### config.mk
export PLATFORM = sky130hd
export DESIGN_NAME = tail_delimited_float_deframer_core
export DESIGN_NICKNAME = d
export VERILOG_FILES = /design/src/hw/rtl/dtfd_pkg.sv /design/src/hw/rtl/dtfd_ram.sv /design/src/hw/rtl/dtfd_desc_fifo.sv /design/src/hw/rtl/dtfd_front.sv /design/src/hw/rtl/dtfd_back.sv /design/src/hw/rtl/tail_delimited_float_deframer_core.sv
export VERILOG_INCLUDE_DIRS = /design/src /design/src/hw/rtl
export SDC_FILE = /design/constraint.sdc
export NUM_CORES = 2
export LEC_CHECK = 0
export BUFFER_PORTS_ARGS = -buffer_cell sky130_fd_sc_hd__buf_4
export CAP_MARGIN = 20
export CORE_ASPECT_RATIO = 1.1
export CORE_MARGIN = 4
export CORE_UTILIZATION = 45
export CTS_BUF_LIST = sky130_fd_sc_hd__clkbuf_4
export CTS_CLUSTER_DIAMETER = 120
export CTS_CLUSTER_SIZE = 10
export DETAILED_ROUTE_END_ITERATION = 6
export PLACE_DENSITY = 0.64
export SLEW_MARGIN = 5
export SYNTH_ARGS = -nofsm -noshare
export SYNTH_HDL_FRONTEND = slang
export SYNTH_SLANG_ARGS = --single-unit
### constraint.sdc
create_clock -name clk -period 11.4 [get_ports clk]
set_clock_uncertainty 0.15 [all_clocks]
set_input_delay 2.28 -clock clk [delete_from_list [all_inputs] [get_ports clk]]
set_output_delay 2.28 -clock clk [all_outputs]
set_load 0.1 [all_outputs]
### src/hw/rtl/tail_delimited_float_deframer_core_macros.svh
// Assertion macros shared by the deframer RTL.
`ifndef TAIL_DELIMITED_FLOAT_DEFRAMER_CORE_MACROS_SVH
`define TAIL_DELIMITED_FLOAT_DEFRAMER_CORE_MACROS_SVH
`ifndef SYNTHESIS
// Check a property on every clock of the enclosing module.
`define DTFD_ASSERT(lbl, prop) \
    lbl: assert property (@(posedge clk) disable iff (!rst_n) prop) \
        else $error("deframer check failed");
// Check that a condition is followed by an outcome on the next clock.
`define DTFD_ASSERT_NEXT(lbl, cond, nxt) \
    lbl: assert property (@(posedge clk) disable iff (!rst_n) (cond) |=> (nxt)) \
        else $error("deframer sequence check failed");
`else
`define DTFD_ASSERT(lbl, prop)
`define DTFD_ASSERT_NEXT(lbl, cond, nxt)
`endif
`endif

### src/hw/rtl/dtfd_pkg.sv
// Types and constants shared by the deframer modules.
package dtfd_pkg;

    localparam logic [1:0]  ERR_NONE     = 2'd0;
    localparam logic [1:0]  ERR_LENGTH   = 2'd1;
    localparam logic [1:0]  ERR_OVERFLOW = 2'd2;

    localparam logic [31:0] TAIL_RESET   = 32'h7F80_0000;
    localparam logic [11:0] COUNT_MAX    = 12'hFFF;
    localparam logic [2:0]  FILL_FULL    = 3'd4;

    // value 32 + index 4 + count 5 + frame 32 + error 2 + length 12, padded to bytes
    localparam int          OUT_W        = 88;

    // One closed frame, handed from the front to the back.
    typedef struct packed {
        logic [1:0]  err;
        logic [11:0] payload_bytes;
        logic [4:0]  channel_count;
        logic [31:0] frame_number;
        logic        bank;
    } desc_t;

    // Back end hands a store bank back to the front.
    typedef struct packed {
        logic valid;
        logic bank;
    } rel_t;

endpackage

### src/hw/rtl/dtfd_ram.sv
// Generic single-write, single-read RAM with registered read data.
module dtfd_ram #(
    parameter int WIDTH = 32,
    parameter int DEPTH = 32,
    localparam int AW = (DEPTH > 1) ? $clog2(DEPTH) : 1
) (
    input  logic             clk,
    input  logic             wr_en,
    input  logic [AW-1:0]    wr_addr,
    input  logic [WIDTH-1:0] wr_data,
    input  logic             rd_en,
    input  logic [AW-1:0]    rd_addr,
    output logic [WIDTH-1:0] rd_data
);

    logic [WIDTH-1:0] mem_reg [DEPTH];
    logic [WIDTH-1:0] rd_data_reg;

    always_ff @(posedge clk)
    begin
        if (wr_en)
        begin
            mem_reg[wr_addr] <= wr_data;
        end
        if (rd_en)
        begin
            rd_data_reg <= mem_reg[rd_addr];
        end
    end

    assign rd_data = rd_data_reg;

endmodule

### src/hw/rtl/dtfd_desc_fifo.sv
// Two-entry queue of closed-frame descriptors between front and back.
module dtfd_desc_fifo (
    input  logic            clk,
    input  logic            rst_n,
    input  logic            push,
    input  dtfd_pkg::desc_t push_desc,
    input  logic            pop,
    output dtfd_pkg::desc_t head_desc,
    output logic            full,
    output logic            empty
);
    import dtfd_pkg::*;

    desc_t      entry_reg [2];
    logic       wptr_reg;
    logic       rptr_reg;
    logic [1:0] cnt_reg;
    logic [1:0] cnt_next;
    logic       do_push;
    logic       do_pop;

    assign full      = (cnt_reg == 2'd2);
    assign empty     = (cnt_reg == 2'd0);
    assign head_desc = entry_reg[rptr_reg];
    assign do_push   = push && !full;
    assign do_pop    = pop && !empty;

    always_comb
    begin
        cnt_next = cnt_reg;
        if (do_push && !do_pop)
        begin
            cnt_next = cnt_reg + 2'd1;
        end
        else if (do_pop && !do_push)
        begin
            cnt_next = cnt_reg - 2'd1;
        end
    end

    always_ff @(posedge clk or negedge rst_n)
    begin
        if (!rst_n)
        begin
            wptr_reg <= 1'b0;
            rptr_reg <= 1'b0;
            cnt_reg  <= 2'd0;
        end
        else
        begin
            cnt_reg <= cnt_next;
            if (do_push)
            begin
                wptr_reg <= !wptr_reg;
            end
            if (do_pop)
            begin
                rptr_reg <= !rptr_reg;
            end
        end
    end

    always_ff @(posedge clk)
    begin
        if (do_push)
        begin
            entry_reg[wptr_reg] <= push_desc;
        end
    end

endmodule

### src/hw/rtl/dtfd_front.sv
// Byte intake: tail window, payload packing into the store, frame close.
module dtfd_front #(
    parameter int STORE_WORDS = 16,
    localparam int IW = (STORE_WORDS > 1) ? $clog2(STORE_WORDS) : 1
) (
    input  logic            clk,
    input  logic            rst_n,
    input  logic            cfg_we,
    input  logic [31:0]     cfg_wdata,
    input  logic            in_valid,
    output logic            in_ready,
    input  logic [7:0]      in_byte,
    output logic            q_push,
    output dtfd_pkg::desc_t q_desc,
    input  logic            q_full,
    input  dtfd_pkg::rel_t  rel,
    output logic            wr_en,
    output logic [IW:0]     wr_addr,
    output logic [31:0]     wr_data
);
    import dtfd_pkg::*;

    `include "tail_delimited_float_deframer_core_macros.svh"

    localparam logic [11:0] THR = 12'(4 * STORE_WORDS);

    logic [31:0] tail_reg;
    logic [31:0] window_reg;
    logic [31:0] window_next;
    logic [2:0]  fill_reg;
    logic [2:0]  fill_next;
    logic [23:0] partial_reg;
    logic [23:0] partial_next;
    logic [11:0] count_reg;
    logic [11:0] count_next;
    logic        ovf_reg;
    logic        ovf_next;
    logic [31:0] gfc_reg;
    logic        bank_reg;
    logic [1:0]  busy_reg;
    logic [1:0]  busy_next;

    logic        accept;
    logic        take;
    logic        room;
    logic [7:0]  pl;
    logic        close;
    logic        good;
    logic [IW-1:0] widx;

    assign accept   = in_valid && in_ready;
    assign in_ready = !q_full && !busy_reg[bank_reg];
    assign take     = (fill_reg == FILL_FULL);
    assign room     = (count_reg < THR);
    assign pl       = window_reg[7:0];
    assign widx     = count_reg[IW+1:2];

    assign wr_en    = accept && take && room && (count_reg[1:0] == 2'd3);
    assign wr_addr  = {bank_reg, widx};
    assign wr_data  = {pl, partial_reg};

    always_comb
    begin
        window_next  = {in_byte, window_reg[31:8]};
        fill_next    = take ? FILL_FULL : fill_reg + 3'd1;
        partial_next = partial_reg;
        count_next   = count_reg;
        ovf_next     = ovf_reg;
        if (take)
        begin
            if (room)
            begin
                case (count_reg[1:0])
                    2'd0:    partial_next = {16'd0, pl};
                    2'd1:    partial_next = {8'd0, pl, partial_reg[7:0]};
                    2'd2:    partial_next = {pl, partial_reg[15:0]};
                    default: partial_next = partial_reg;
                endcase
            end
            else
            begin
                ovf_next = 1'b1;
            end
            if (count_reg != COUNT_MAX)
            begin
                count_next = count_reg + 12'd1;
            end
        end
    end

    assign close = accept && (fill_next == FILL_FULL) && (window_next == tail_reg);

    // Classify the closing frame from the counts after this beat
    always_comb
    begin
        q_desc               = '0;
        q_desc.payload_bytes = count_next;
        good                 = 1'b0;
        if (ovf_next)
        begin
            q_desc.err = ERR_OVERFLOW;
        end
        else if (count_next == 12'd0 || count_next[1:0] != 2'd0)
        begin
            q_desc.err = ERR_LENGTH;
        end
        else
        begin
            good                 = 1'b1;
            q_desc.err           = ERR_NONE;
            q_desc.channel_count = count_next[6:2];
            q_desc.frame_number  = gfc_reg + 32'd1;
            q_desc.bank          = bank_reg;
        end
    end

    assign q_push = close;

    always_comb
    begin
        busy_next = busy_reg;
        if (rel.valid)
        begin
            busy_next[rel.bank] = 1'b0;
        end
        if (close && good)
        begin
            busy_next[bank_reg] = 1'b1;
        end
    end

    always_ff @(posedge clk or negedge rst_n)
    begin
        if (!rst_n)
        begin
            tail_reg    <= TAIL_RESET;
            window_reg  <= 32'd0;
            fill_reg    <= 3'd0;
            partial_reg <= 24'd0;
            count_reg   <= 12'd0;
            ovf_reg     <= 1'b0;
            gfc_reg     <= 32'd0;
            bank_reg    <= 1'b0;
            busy_reg    <= 2'b00;
        end
        else
        begin
            busy_reg <= busy_next;
            if (cfg_we)
            begin
                tail_reg <= cfg_wdata;
            end
            if (close)
            begin
                // restart the window and payload for the next frame
                window_reg  <= 32'd0;
                fill_reg    <= 3'd0;
                partial_reg <= 24'd0;
                count_reg   <= 12'd0;
                ovf_reg     <= 1'b0;
                if (good)
                begin
                    gfc_reg  <= gfc_reg + 32'd1;
                    bank_reg <= !bank_reg;
                end
            end
            else if (accept)
            begin
                window_reg  <= window_next;
                fill_reg    <= fill_next;
                partial_reg <= partial_next;
                count_reg   <= count_next;
                ovf_reg     <= ovf_next;
            end
        end
    end

    `DTFD_ASSERT(a_fill_max, fill_reg <= FILL_FULL)
    `DTFD_ASSERT(a_ovf_matches_count, ovf_reg == (count_reg > THR))

endmodule

### src/hw/rtl/dtfd_back.sv
// Result sequencer: reads stored words per closed frame and drives result beats.
module dtfd_back #(
    parameter int STORE_WORDS = 16,
    localparam int IW = (STORE_WORDS > 1) ? $clog2(STORE_WORDS) : 1
) (
    input  logic                     clk,
    input  logic                     rst_n,
    input  logic                     q_empty,
    input  dtfd_pkg::desc_t          q_desc,
    output logic                     q_pop,
    output logic                     rd_en,
    output logic [IW:0]              rd_addr,
    input  logic [31:0]              rd_data,
    output dtfd_pkg::rel_t           rel,
    output logic                     out_valid,
    input  logic                     out_ready,
    output logic [dtfd_pkg::OUT_W-1:0] out_data,
    output logic                     out_last
);
    import dtfd_pkg::*;

    `include "tail_delimited_float_deframer_core_macros.svh"

    localparam logic [1:0] B_IDLE = 2'd0;
    localparam logic [1:0] B_READ = 2'd1;
    localparam logic [1:0] B_HOLD = 2'd2;

    logic [1:0]       state_reg;
    logic [1:0]       state_next;
    desc_t            desc_reg;
    logic [IW-1:0]    idx_reg;
    logic             out_valid_reg;
    logic [OUT_W-1:0] out_data_reg;
    logic             out_last_reg;
    logic             word_last;

    assign word_last = ((5'(idx_reg) + 5'd1) == desc_reg.channel_count);
    assign q_pop     = (state_reg == B_IDLE) && !q_empty;

    always_comb
    begin
        rd_en   = 1'b0;
        rd_addr = {desc_reg.bank, idx_reg + IW'(1)};
        case (state_reg)
            B_IDLE:
            begin
                rd_addr = {q_desc.bank, {IW{1'b0}}};
                rd_en   = !q_empty && (q_desc.err == ERR_NONE);
            end
            B_HOLD:
            begin
                rd_en = out_ready && !out_last_reg;
            end
            default:
            begin
                rd_en = 1'b0;
            end
        endcase
    end

    always_comb
    begin
        state_next = state_reg;
        case (state_reg)
            B_IDLE:
            begin
                if (!q_empty)
                begin
                    state_next = (q_desc.err == ERR_NONE) ? B_READ : B_HOLD;
                end
            end
            B_READ:
            begin
                state_next = B_HOLD;
            end
            B_HOLD:
            begin
                if (out_ready)
                begin
                    state_next = out_last_reg ? B_IDLE : B_READ;
                end
            end
            default:
            begin
                state_next = B_IDLE;
            end
        endcase
    end

    // Hand the bank back as its final word is loaded from the store into the output register
    assign rel.valid = (state_reg == B_READ) && word_last;
    assign rel.bank  = desc_reg.bank;

    always_ff @(posedge clk or negedge rst_n)
    begin
        if (!rst_n)
        begin
            state_reg     <= B_IDLE;
            out_valid_reg <= 1'b0;
        end
        else
        begin
            state_reg <= state_next;
            case (state_reg)
                B_IDLE:
                begin
                    out_valid_reg <= !q_empty && (q_desc.err != ERR_NONE);
                end
                B_READ:
                begin
                    out_valid_reg <= 1'b1;
                end
                B_HOLD:
                begin
                    if (out_ready)
                    begin
                        out_valid_reg <= 1'b0;
                    end
                end
                default:
                begin
                    out_valid_reg <= 1'b0;
                end
            endcase
        end
    end

    always_ff @(posedge clk)
    begin
        case (state_reg)
            B_IDLE:
            begin
                if (!q_empty)
                begin
                    desc_reg <= q_desc;
                    idx_reg  <= {IW{1'b0}};
                    // error beat: value, index, count and frame all zero
                    out_data_reg <= {1'b0, q_desc.payload_bytes, q_desc.err,
                                     32'd0, 5'd0, 4'd0, 32'd0};
                    out_last_reg <= 1'b1;
                end
            end
            B_READ:
            begin
                out_data_reg <= {1'b0, desc_reg.payload_bytes, desc_reg.err,
                                 desc_reg.frame_number, desc_reg.channel_count,
                                 4'(idx_reg), rd_data};
                out_last_reg <= word_last;
            end
            B_HOLD:
            begin
                if (out_ready && !out_last_reg)
                begin
                    idx_reg <= idx_reg + IW'(1);
                end
            end
            default:
            begin
                idx_reg <= idx_reg;
            end
        endcase
    end

    assign out_valid = out_valid_reg;
    assign out_data  = out_data_reg;
    assign out_last  = out_last_reg;

    `DTFD_ASSERT(a_error_is_last, (out_valid_reg && out_data_reg[74:73] != ERR_NONE) |-> out_last_reg)
    `DTFD_ASSERT_NEXT(a_read_loads_beat, state_reg == B_READ, state_reg == B_HOLD && out_valid_reg)

endmodule

### src/hw/rtl/tail_delimited_float_deframer_core.sv
// Top level of the tail-delimited float frame deframer.
//
//  channel   dir  payload                                         handshake
//  s_axis    in   s_tdata[7:0] rx_byte                            s_tvalid/s_tready
//  m_axis    out  m_tdata value/index/count/frame/error/length    m_tvalid/m_tready
//                 m_tlast last
//  cfg       in   cfg_data[31:0] tail_word                        cfg_valid/cfg_ready
//
// Input takes one byte per cycle; it stalls only when the descriptor queue is
// full or the store bank for the next frame is still being read out.
// Each good result is a registered store read, then a load of the output
// register; an error result is loaded into it straight from its descriptor.
// Reset clears all control state; the word store needs no clearing pass.
// A stalled output holds its beat while the front keeps taking bytes.
module tail_delimited_float_deframer_core #(
    parameter int MAX_CHANNELS = 16
) (
    input  logic                       clk,
    input  logic                       rst_n,
    input  logic                       s_tvalid,
    output logic                       s_tready,
    input  logic [7:0]                 s_tdata,   // [7:0] rx_byte
    output logic                       m_tvalid,
    input  logic                       m_tready,
    // [31:0] value_bits, [35:32] channel_index, [40:36] channel_count,
    // [72:41] frame_number, [74:73] error_code, [86:75] payload_bytes, [87] zero
    output logic [dtfd_pkg::OUT_W-1:0] m_tdata,
    output logic                       m_tlast,
    input  logic                       cfg_valid,
    output logic                       cfg_ready,
    input  logic [31:0]                cfg_data
);
    import dtfd_pkg::*;

    localparam int STORE_WORDS = (MAX_CHANNELS > 16) ? 16 :
                                 ((MAX_CHANNELS < 1) ? 1 : MAX_CHANNELS);
    localparam int IW = (STORE_WORDS > 1) ? $clog2(STORE_WORDS) : 1;

    logic        q_push;
    logic        q_pop;
    logic        q_full;
    logic        q_empty;
    desc_t       push_desc;
    desc_t       head_desc;
    rel_t        rel;
    logic        wr_en;
    logic [IW:0] wr_addr;
    logic [31:0] wr_data;
    logic        rd_en;
    logic [IW:0] rd_addr;
    logic [31:0] rd_data;

    assign cfg_ready = 1'b1;

    dtfd_front #(
        .STORE_WORDS(STORE_WORDS)
    ) u_front (
        .clk      (clk),
        .rst_n    (rst_n),
        .cfg_we   (cfg_valid && cfg_ready),
        .cfg_wdata(cfg_data),
        .in_valid (s_tvalid),
        .in_ready (s_tready),
        .in_byte  (s_tdata),
        .q_push   (q_push),
        .q_desc   (push_desc),
        .q_full   (q_full),
        .rel      (rel),
        .wr_en    (wr_en),
        .wr_addr  (wr_addr),
        .wr_data  (wr_data)
    );

    dtfd_desc_fifo u_fifo (
        .clk      (clk),
        .rst_n    (rst_n),
        .push     (q_push),
        .push_desc(push_desc),
        .pop      (q_pop),
        .head_desc(head_desc),
        .full     (q_full),
        .empty    (q_empty)
    );

    // Two banks of the word store: one fills while the other drains
    dtfd_ram #(
        .WIDTH(32),
        .DEPTH(2 << IW)
    ) u_store (
        .clk    (clk),
        .wr_en  (wr_en),
        .wr_addr(wr_addr),
        .wr_data(wr_data),
        .rd_en  (rd_en),
        .rd_addr(rd_addr),
        .rd_data(rd_data)
    );

    dtfd_back #(
        .STORE_WORDS(STORE_WORDS)
    ) u_back (
        .clk      (clk),
        .rst_n    (rst_n),
        .q_empty  (q_empty),
        .q_desc   (head_desc),
        .q_pop    (q_pop),
        .rd_en    (rd_en),
        .rd_addr  (rd_addr),
        .rd_data  (rd_data),
        .rel      (rel),
        .out_valid(m_tvalid),
        .out_ready(m_tready),
        .out_data (m_tdata),
        .out_last (m_tlast)
    );

endmodule

==> impl_metrics.xml <==
<?xml version="1.0" encoding="UTF-8"?>
<metrics>
  <group name="status">
    <metric name="run_status" unit="">completed</metric>
  </group>
  <group name="synth">
    <metric name="synthDistinctLibCells" unit="">67</metric>
    <metric name="ff_latch_count_synth" unit="">1450</metric>
    <metric name="syn_area" unit="mm2">0.0564</metric>
    <metric name="asyncSetResetFlopFracSynth" unit="">0.101</metric>
    <metric name="synth-main-ff-cell" unit="">sky130_fd_sc_hd__edfxtp_1</metric>
    <metric name="synth_area_per_cell" unit="um2">17.4</metric>
    <metric name="ys_seq_area_frac" unit="">0.759</metric>
    <metric name="synth_edf_count" unit="">1304</metric>
    <metric name="mappedNetlistNets" unit="">3303</metric>
    <metric name="warning_count_from_the_yosys_run" unit="">0</metric>
    <metric name="synthCells" unit="">3249</metric>
  </group>
  <group name="run">
    <metric name="max_cap_viols" unit="">0</metric>
  </group>
  <group name="sta">
    <metric name="period_minus_slack" unit="ns">5.10</metric>
    <metric name="timing.final.max_slew_violations" unit="">0</metric>
    <metric name="hold_viol" unit="">0</metric>
    <metric name="finalSetupTns" unit="ns">0</metric>
    <metric name="slew_headroom" unit="">0.167</metric>
    <metric name="layout_worst_path_cycle_share" unit="">0.447</metric>
    <metric name="max_clock_freq" unit="MHz">196</metric>
    <metric name="timing.final.setup_violations" unit="">0</metric>
    <metric name="grt_setup_unrepaired" unit="">false</metric>
    <metric name="worst_slew_pin_slew" unit="ns">1.25</metric>
  </group>
  <group name="global_routing">
    <metric name="first_pass_grt_wire_length" unit="um">199000</metric>
    <metric name="groute.usage.overall" unit="">0.205</metric>
    <metric name="gr-total-overflow" unit="">0</metric>
    <metric name="via_count_of_the_first_global_routing_pass" unit="">29900</metric>
    <metric name="grt_max_degree" unit="">204</metric>
    <metric name="antenna_found_initial" unit="">8</metric>
  </group>
  <group name="routing">
    <metric name="highest-signal-layer" unit="">met4</metric>
    <metric name="wl_met3" unit="um">10600</metric>
    <metric name="vias_per_cell" unit="">5.92</metric>
    <metric name="wirelength_met1" unit="um">55600</metric>
    <metric name="route.final.wire_length" unit="um">136000</metric>
    <metric name="post_dr_wirelength_cell" unit="um">26.7</metric>
    <metric name="drtPass1Iterations" unit="">6</metric>
    <metric name="dr.first_iter.drc_count" unit="">3298</metric>
    <metric name="postRouteAntennaNets" unit="">0</metric>
    <metric name="wl_met2" unit="um">65900</metric>
    <metric name="post-route-drc-count" unit="">0</metric>
    <metric name="vias" unit="">30200</metric>
  </group>
  <group name="setup_path">
    <metric name="timing.critical_path.max_delay_family" unit="">flip-flops</metric>
    <metric name="worstSetupPathType" unit="">flip-flop to output port</metric>
    <metric name="critical_path_arrival" unit="ns">2.67</metric>
    <metric name="critical_path_buf_inv_count" unit="">1</metric>
    <metric name="timing.critical_path.from_type" unit="">flip-flop</metric>
    <metric name="crit_slowest_cell" unit="">sky130_fd_sc_hd__dfrtp_1</metric>
    <metric name="critical-path-max-stage-delay" unit="ns">0.60</metric>
    <metric name="crit_fanout" unit="">8</metric>
    <metric name="worst_setup_path_end_kind" unit="">output port</metric>
    <metric name="crit_path_cell_trace" unit="">mux2i_4 &gt; and2_1 &gt; buf_4</metric>
    <metric name="worst-endpoint-required" unit="ns">8.97</metric>
  </group>
  <group name="cts">
    <metric name="cts_hold_buffers" unit="">0</metric>
    <metric name="clock_path_buffers" unit="">3</metric>
    <metric name="ctsResizeCount" unit="">0</metric>
    <metric name="clock_sink_count" unit="">1450</metric>
    <metric name="cts_htree_levels" unit="">4</metric>
    <metric name="cts_inserted_buffers" unit="">162</metric>
    <metric name="cts.repair_timing.setup_buffer_count" unit="">0</metric>
    <metric name="cts.root.buffer_cell" unit="">sky130_fd_sc_hd__clkbuf_4</metric>
    <metric name="tritoncts_clock_tree" unit="">yes</metric>
    <metric name="clk-insertion-delay-late" unit="ns">1.12</metric>
    <metric name="clock_transition_at_the_registers_of_the_reported_paths" unit="ns">0.10</metric>
  </group>
  <group name="cells_and_area">
    <metric name="areaGrowthSynthToFinish" unit="%">8.81</metric>
    <metric name="largest_register_ffs" unit="">1024</metric>
    <metric name="finalNonFillerCells" unit="">5102</metric>
    <metric name="nNetsFinal" unit="">3444</metric>
    <metric name="share_of_post_route_cells_with_drive_strength_above_1" unit="">0.208</metric>
  </group>
  <group name="placement">
    <metric name="place_hpwl" unit="um">79600</metric>
    <metric name="place.gp.congestion" unit="">0.860</metric>
    <metric name="numPlacedInstances" unit="">4859</metric>
    <metric name="count_of_port_buffers_added_during_placement" unit="">134</metric>
  </group>
  <group name="power">
    <metric name="power.density" unit="mW/mm2">200</metric>
    <metric name="static_leakage" unit="nW">22.7</metric>
    <metric name="ir_worst_vdd" unit="mV">0.331</metric>
  </group>
  <group name="floorplan">
    <metric name="placement_rows" unit="">135</metric>
    <metric name="dieArea" unit="mm2">0.131</metric>
    <metric name="io_pins" unit="">137</metric>
    <metric name="chip_width" unit="um">346</metric>
    <metric name="floorplan.initialDensity" unit="">0.456</metric>
    <metric name="die_y" unit="um">379</metric>
    <metric name="coreArea" unit="mm2">0.124</metric>
  </group>
  <group name="hold_path">
    <metric name="min-delay-path-class" unit="">flip-flop to flip-flop</metric>
  </group>
</metrics>
## stage by stage
step | hold slack [ns] | utilization | area, um2 | power [mW] | setup slack [ns]
6_report | 0.356 | 0.496 | 61400 | 12.3 | 6.30
2_1_floorplan | 0.305 | - | 56400 | 8.86 | 3.86
4_1_cts | 0.353 | 0.494 | 61100 | 12.3 | 6.19
5_1_grt | 0.363 | 0.496 | 61400 | 12.8 | 6.16
3_3_place_gp | 0.334 | 0.479 | 59300 | 9.85 | 5.40
3_5_place_dp | 0.334 | 0.480 | 59400 | 9.88 | 5.31
## logic make-up (layout without fill, tap and decap cells)
group                      Yosys count  after routing  share of synthesized area
AOI/OAI and AO/OA                  633            633                     0.0788
xor gates and xnor gates           113            113                     0.0175
other                                2             13                   0.000133
DFF                               1450           1450                      0.759
and+or+nand+nor                    521            521                     0.0451
muxes                              280            280                     0.0801
adders and majority gates            9              9                    0.00200
buffers and inverters              241            439                     0.0170
## per-layer routing
metal  vias up  track usage
met4         0       0.0662
met5         -            0
met2      1215        0.333
met1     15500        0.285
li1      13200            -
met3       226       0.0355
## layout make-up
class,count,area (um2)
Fill cell,10200,62400
Multi-Input combinational cell,1558,13000
Clock buffer,210,1580
Sequential cell,1450,42800
Antenna cell,11,27.5
Inverter,28,113
Timing Repair Buffer,190,1670
Tap cell,1644,2060
Clock inverter,11,124
## layout by cell type, fill, tap and decap left out, types with 4 or more instances in the layout
cell / count
sky130_fd_sc_hd__mux4_2: 128
sky130_fd_sc_hd__nand2b_1: 16
sky130_fd_sc_hd__o221ai_1: 160
sky130_fd_sc_hd__clkbuf_4: 210
sky130_fd_sc_hd__nor2_1: 133
sky130_fd_sc_hd__mux2i_1: 68
sky130_fd_sc_hd__xnor2_1: 37
sky130_fd_sc_hd__and3_1: 8
sky130_fd_sc_hd__inv_1: 26
sky130_fd_sc_hd__o211ai_1: 97
sky130_fd_sc_hd__nor3_2: 7
sky130_fd_sc_hd__inv_2: 8
sky130_fd_sc_hd__xor2_1: 76
sky130_fd_sc_hd__ha_1: 9
sky130_fd_sc_hd__o21a_1: 34
sky130_fd_sc_hd__and2_1: 80
sky130_fd_sc_hd__dfstp_2: 8
sky130_fd_sc_hd__edfxtp_1: 1304
sky130_fd_sc_hd__nor2_4: 34
sky130_fd_sc_hd__o31ai_1: 6
sky130_fd_sc_hd__nand2_1: 145
sky130_fd_sc_hd__mux2_2: 83
sky130_fd_sc_hd__nor2b_1: 4
sky130_fd_sc_hd__nor4_1: 12
sky130_fd_sc_hd__o22ai_1: 131
sky130_fd_sc_hd__diode_2: 11
sky130_fd_sc_hd__o21ai_0: 147
sky130_fd_sc_hd__dfrtp_1: 118
sky130_fd_sc_hd__a22o_1: 24
sky130_fd_sc_hd__buf_16: 4
sky130_fd_sc_hd__nand4_1: 14
sky130_fd_sc_hd__nor3_1: 9
sky130_fd_sc_hd__buf_4: 171
sky130_fd_sc_hd__buf_12: 13
sky130_fd_sc_hd__a21oi_1: 12
sky130_fd_sc_hd__and4_1: 5
sky130_fd_sc_hd__dfrtp_2: 20
sky130_fd_sc_hd__nand3_1: 26
## power breakdown
part | internal (mW) | leakage (nW) | switching (mW)
combinational | 1.03 | 5.00 | 2.65
sequential | 5.98 | 16.6 | 0.0862
clock | 0.906 | 1.04 | 1.62
total | 7.91 | 22.7 | 4.36
## synth_stat cells (31+ instances only)
| cell | instances | area (um2) |
|---|---|---|
| sky130_fd_sc_hd__and2_1 | 81 | 507 |
| sky130_fd_sc_hd__buf_2 | 31 | 155 |
| sky130_fd_sc_hd__clkbuf_1 | 157 | 589 |
| sky130_fd_sc_hd__dfrtp_1 | 138 | 3450 |
| sky130_fd_sc_hd__edfxtp_1 | 1304 | 39200 |
| sky130_fd_sc_hd__mux2_2 | 83 | 935 |
| sky130_fd_sc_hd__mux2i_1 | 68 | 681 |
| sky130_fd_sc_hd__mux4_2 | 128 | 2880 |
| sky130_fd_sc_hd__nand2_1 | 148 | 556 |
| sky130_fd_sc_hd__nor2_1 | 167 | 627 |
| sky130_fd_sc_hd__o211ai_1 | 97 | 728 |
| sky130_fd_sc_hd__o21a_1 | 34 | 255 |
| sky130_fd_sc_hd__o21ai_0 | 148 | 741 |
| sky130_fd_sc_hd__o221ai_1 | 160 | 1400 |
| sky130_fd_sc_hd__o22ai_1 | 131 | 820 |
| sky130_fd_sc_hd__xnor2_1 | 37 | 324 |
| sky130_fd_sc_hd__xor2_1 | 76 | 666 |
## final timing paths
path / cells after the start / startpoint / end / slack (ns)
max reg2reg: 9 / u_back.idx_reg[0] / u_store.rd_data[6] / 6.61
min in group asynchronous: 1 / rst_n / u_front.tail_reg[18] / 1.04
max in group asynchronous: 2 / rst_n / u_fifo.rptr_reg / 8.59
min reg2reg: 1 / u_front.gfc_reg[31] / u_front.gfc_reg[31] / 0.36
min: 1 / u_front.gfc_reg[31] / u_front.gfc_reg[31] / 0.36
max: 3 / u_front.bank_reg / s_tready / 6.30
Power figures use the tool's default switching activity.
